`src/rtl/swm_pkg.sv`:
```
// shared types and constants for the sliding window median core
`default_nettype none

package swm_pkg;

    localparam int WINDOW_MAX = 64;
    localparam int DATA_W     = 32;
    localparam int SUM_W      = DATA_W + 1;
    localparam int IDX_W      = $clog2(WINDOW_MAX);
    localparam int CNT_W      = $clog2(WINDOW_MAX + 1);

    typedef logic signed [DATA_W-1:0] t_data;
    typedef logic signed [SUM_W-1:0]  t_sum;
    typedef logic [IDX_W-1:0]         t_idx;
    typedef logic [CNT_W-1:0]         t_cnt;

    // broadcast to every cell of the sorted chain
    typedef struct packed {
        logic  update;    // request accepted, cells take their next value
        t_idx  evict;     // position removed from the sorted row
        t_idx  last_idx;  // last position of the row after the update
        t_idx  kmax;      // window length minus one, age of the oldest entry
        t_data sample;    // incoming sample
    } t_chain_ctl;

    // what a cell shows its neighbours
    typedef struct packed {
        t_data value;
        t_idx  age;
        logic  gt;        // stored value is greater than the incoming sample
        logic  hit;       // this cell holds the oldest entry of a full window
    } t_cell_out;

endpackage

`default_nettype wire

```
`src/rtl/swm_cell.sv`:
```
// one cell of the sorted chain: one window entry with its age
`default_nettype none

module swm_cell (
    input  wire logic               i_clk,
    input  wire swm_pkg::t_idx      i_idx,
    input  wire swm_pkg::t_chain_ctl i_ctl,
    input  wire swm_pkg::t_cell_out i_left,
    input  wire swm_pkg::t_cell_out i_right,
    output swm_pkg::t_cell_out      o_cell
);
    import swm_pkg::*;

    t_data r_value;
    t_data n_value;
    t_idx  r_age;
    t_idx  n_age;

    logic  lt_evict;
    logic  le_evict;
    logic  in_self;
    logic  in_left;
    logic  is_tail;
    logic  own_gt;
    t_data wv_self;
    t_data wv_left;
    t_idx  wa_self;
    t_idx  wa_left;
    logic  wg_self;
    logic  wg_left;

    assign own_gt = r_value > i_ctl.sample;

    always_comb begin
        lt_evict = i_idx < i_ctl.evict;
        le_evict = i_idx <= i_ctl.evict;
        in_self  = i_idx < i_ctl.last_idx;
        in_left  = (i_idx != '0) && (i_idx <= i_ctl.last_idx);
        is_tail  = i_idx == i_ctl.last_idx;

        // row with the evicted entry squeezed out
        wv_self = lt_evict ? r_value : i_right.value;
        wa_self = lt_evict ? r_age   : i_right.age;
        wg_self = lt_evict ? own_gt  : i_right.gt;
        wv_left = le_evict ? i_left.value : r_value;
        wa_left = le_evict ? i_left.age   : r_age;
        wg_left = le_evict ? i_left.gt    : own_gt;

        n_value = r_value;
        n_age   = r_age;
        if (in_left && wg_left) begin
            n_value = wv_left;
            n_age   = wa_left + t_idx'(1);
        end else if (is_tail || (in_self && wg_self)) begin
            n_value = i_ctl.sample;
            n_age   = '0;
        end else if (in_self) begin
            n_value = wv_self;
            n_age   = wa_self + t_idx'(1);
        end
    end

    always_ff @(posedge i_clk) begin
        if (i_ctl.update) begin
            r_value <= n_value;
            r_age   <= n_age;
        end
    end

    assign o_cell.value = r_value;
    assign o_cell.age   = r_age;
    assign o_cell.gt    = own_gt;
    assign o_cell.hit   = (i_idx <= i_ctl.kmax) && (r_age == i_ctl.kmax);

endmodule

`default_nettype wire

```
`config.mk`:
```
export PLATFORM = sky130hd
export DESIGN_NAME = swm_cell
export DESIGN_NICKNAME = d
export VERILOG_FILES = /design/src/rtl/swm_pkg.sv /design/src/rtl/swm_cell.sv
export SDC_FILE = /design/constraint.sdc
export NUM_CORES = 1
export LEC_CHECK = 0
export BUFFER_PORTS_ARGS = -buffer_cell sky130_fd_sc_hd__buf_2
export CAP_MARGIN = 40
export CORE_AREA = 8 8 108 110
export DETAILED_ROUTE_END_ITERATION = 8
export DIE_AREA = 0 0 116 118
export PLACE_DENSITY = 0.76
export SLEW_MARGIN = 20
export SYNTH_ARGS = -nofsm -noshare
export SYNTH_HDL_FRONTEND = slang
export SYNTH_SLANG_ARGS = --single-unit
```
`constraint.sdc`:
```
create_clock -name i_clk -period 4.5 [get_ports i_clk]
set_clock_uncertainty 0.2 [all_clocks]
set_input_delay 0.45 -clock i_clk [delete_from_list [all_inputs] [get_ports i_clk]]
set_output_delay 0.45 -clock i_clk [all_outputs]
set_load 0.005 [all_outputs]
```
==> metrics.yaml <==
run_status:
  status: "finished clean"
die:
  start_util_pct: 38.6
  rows: 37
  core-area_um2: 10000
  die_w_um: 116
  die-area_um2: 13700
  pin_count: 178
  die_h_um: 118
finish:
  num_antenna_cells: 0
  layout_common_cells: "buf_2, inv_1, ha_1"
  instances_no_fill: 756
  drive_above_1_share_pct: 32.6
  layout_commonest_cell: "buf_2"
  area_delta_synth_final_pct: 28.9
  multi_input_area_um2: 2410
  nets: 809
  fill_cells: 997
  seq_area_um2: 1140
  final_util_pct: 49.7
worst_setup_path:
  r2r-end: "r_age[5]$_DFFE_PP_"
  cp-start-kind: "register"
  crit_chain: "ha_1 -> nand4_1 -> nor4_2 -> a21oi_1 -> nand3_1 -> o2111ai_4 -> and2_4 -> mux2_2"
  worst_ep_arrival_time_ns: 3.46
  critical_path_buf_inv_count: 0
  critPathCaptureType: "register"
  r2r_cells: 8
  r2r_setup_slack_ns: 0.88
  critical_path_class: "reg2reg"
  r2r_start: "r_value[31]$_DFFE_PP_"
  critPathMaxStageDelay_ns: 0.59
  cp_data_required_time_ns: 4.33
  path_delay_family: "simple AND/OR/NAND/NOR gates"
  cp_slowest_cell: "o2111ai_4"
  cp_max_fo: 38
min_path:
  min_from: "i_left[11]"
  hp-class: "in2reg"
  whs_path_depth: 3
  whs_endpoint: "r_value[3]$_DFFE_PP_"
placement:
  dp_slack_ns: 0.576
  io_buffers: 175
  place_inst: 747
  finalWeightedCongestion: 0.856
  dp_hpwl_um: 10200
synth:
  async_flop_share_pct: 0
  synth-seq-cells: 38
  syn_area_per_cell_um2: 8.49
  syn_inst: 454
  synthesis.nets: 644
  synthFlopType: "edfxtp_1"
  synthesis.area_um2: 3860
  yosys_warnings: 0
  synth-edff-count: 38
  synth_cell_type_count: 47
  seq_area_frac_synth_pct: 29.6
power_and_ir_drop:
  pwr_density_cell_nw_per_um2: 292
  power.share.combinational_pct: 48.3
  p_sw_mw: 0.556
  seqPwrFrac_pct: 36.2
  pwr-share-clk_pct: 15.5
  p_leak_nw: 2.45
  p_int_mw: 0.896
  ir_drop_v: 0.000151
  swShare_pct: 38.3
clocking:
  ctsHoldBuffers: 0
  clock_sinks: 38
  cts_setup_buffers: 0
  clockBufferDepth: 2
  cts_resized: 0
  root_buffer: "clkbuf_8"
  htreeDepth: 2
  clkTransAtPathRegs_ns: 0.08
  cts_buffers: 5
  cts_tree: "yes"
  clock_latency_ns: 0.28
timing:
  worstMarginPinSlew_ns: 0.776
  final_max_slew_viol_count: 0
  slew-limit-headroom_pct: 47.9
  fmax_mhz: 276
  setup_viol: 0
  grt_setup_unrepaired: "no"
  setup_tns_ns: 0
  fin_crit_ns: 3.62
  hold_viol_final: 0
  setup_slack_ns: 0.876
  fin_crit_sh_pct: 80.5
route:
  viasPerCell: 5.52
  drtIter0Drc: 301
  wl_met3_um: 1100
  post-route-drc-count: 0
  wl_met2_um: 6380
  routed.top_layer: "met5"
  met1_length_um: 5300
  dr.pass1.iters: 5
  ant_nets: 0
  via_count: 4173
  wl_um: 13000
  wire_per_inst_um: 17.2
global_routing:
  gr-total-overflow: 0
  grt_pass1_wl_um: 20900
  grt_use_total_pct: 18.7
  antenna_found_initial: 1
  grt_max_degree: 39
  grt_pass1_vias: 4507
job:
  drv_cap: 0
## sequential cells by signal (all words and copies together), names as in the netlist
register	cells
r_value	32
r_age	6
## power by group through the flow
stage / clock [mW] / sequential [mW] / combinational [mW]
floorplan: 0 / 0.529 / 0.446
CTS: 0.238 / 0.526 / 0.697
detailed placement: 0 / 0.533 / 0.693
global placement: 0 / 0.530 / 0.662
finish: 0.225 / 0.525 / 0.701
global route: 0.251 / 0.533 / 0.786
## through the flow
step | area [um^2] | power [mW] | hold WS [ns]
finish | 4970 | 1.45 | 0.311
CTS | 4940 | 1.46 | 0.298
detailed placement | 4860 | 1.23 | 0.603
floorplan | 3860 | 0.975 | 0.500
global placement | 4860 | 1.19 | 0.597
global route | 4970 | 1.57 | 0.306
## logic make-up (layout without fill, tap and decap cells)
logic type                 count (synthesis)  count (layout)  share of synthesized area (%)
AOI/OAI and AO/OA                        148             148                           22.6
and+or+nand+nor                          101             101                           13.2
buffers and inverters                     80             246                           8.73
adders and majority gates                 52              52                           16.9
DFF                                       38              38                           29.6
muxes                                     23              23                           6.23
xor gates and xnor gates                  12              12                           2.73
## how the worst max path moves through the flow
stage,start,to,slack (ns),cells past startpoint
global route,r_value[31]$_DFFE_PP_,r_age[5]$_DFFE_PP_,0.58,8
CTS,r_value[31]$_DFFE_PP_,r_value[29]$_DFFE_PP_,0.74,7
global placement,i_ctl[31],r_value[14]$_DFFE_PP_,0.69,9
finish,r_value[31]$_DFFE_PP_,r_age[5]$_DFFE_PP_,0.88,8
floorplan,i_ctl[31],r_value[0]$_DFFE_PP_,0.93,9
detailed placement,i_ctl[31],r_value[14]$_DFFE_PP_,0.58,9
## cell type report
class                      count  area share, %
multi-input combinational    336           48.6
sequential                    38           23.0
timing repair buffer         183           19.2
inverter                      55           4.15
tap                          136           3.42
clock buffer                   6           1.46
clock inverter                 2          0.176
## synth_stat cells (all sizes together), types with 2 or more instances
library cell,instances,area (um^2)
nand2b,2,12.5
mux2i,18,180
clkbuf,18,67.6
o2111ai,2,23.8
nand3,40,200
and3,5,31.3
edfxtp,38,1140
nand4,7,43.8
nor2b,3,18.8
a31oi,34,213
xnor2,7,61.3
and2,2,15.0
nor4,3,25.0
buf,7,62.6
o211ai,2,20.0
o21a,6,45.0
inv,55,206
a21o,3,22.5
ha,52,651
nand2,27,101
mux2,5,60.1
a21oi,49,245
a211oi,2,15.0
o21ai,41,205
xor2,5,43.8
nor2,7,26.3
## worst min-delay path: stages
cell     delay [ns]
buf_2          0.08
a21oi_1        0.03
a31oi_1        0.12
## metal layers
layer / up-vias / global-route usage [%]
met1: 1937 / 22.5
met4: 2 / 5.84
met5: - / 0
met3: 20 / 3.69
met2: 208 / 32.2
li1: 2006 / -
(Power assumes the default switching activity.)
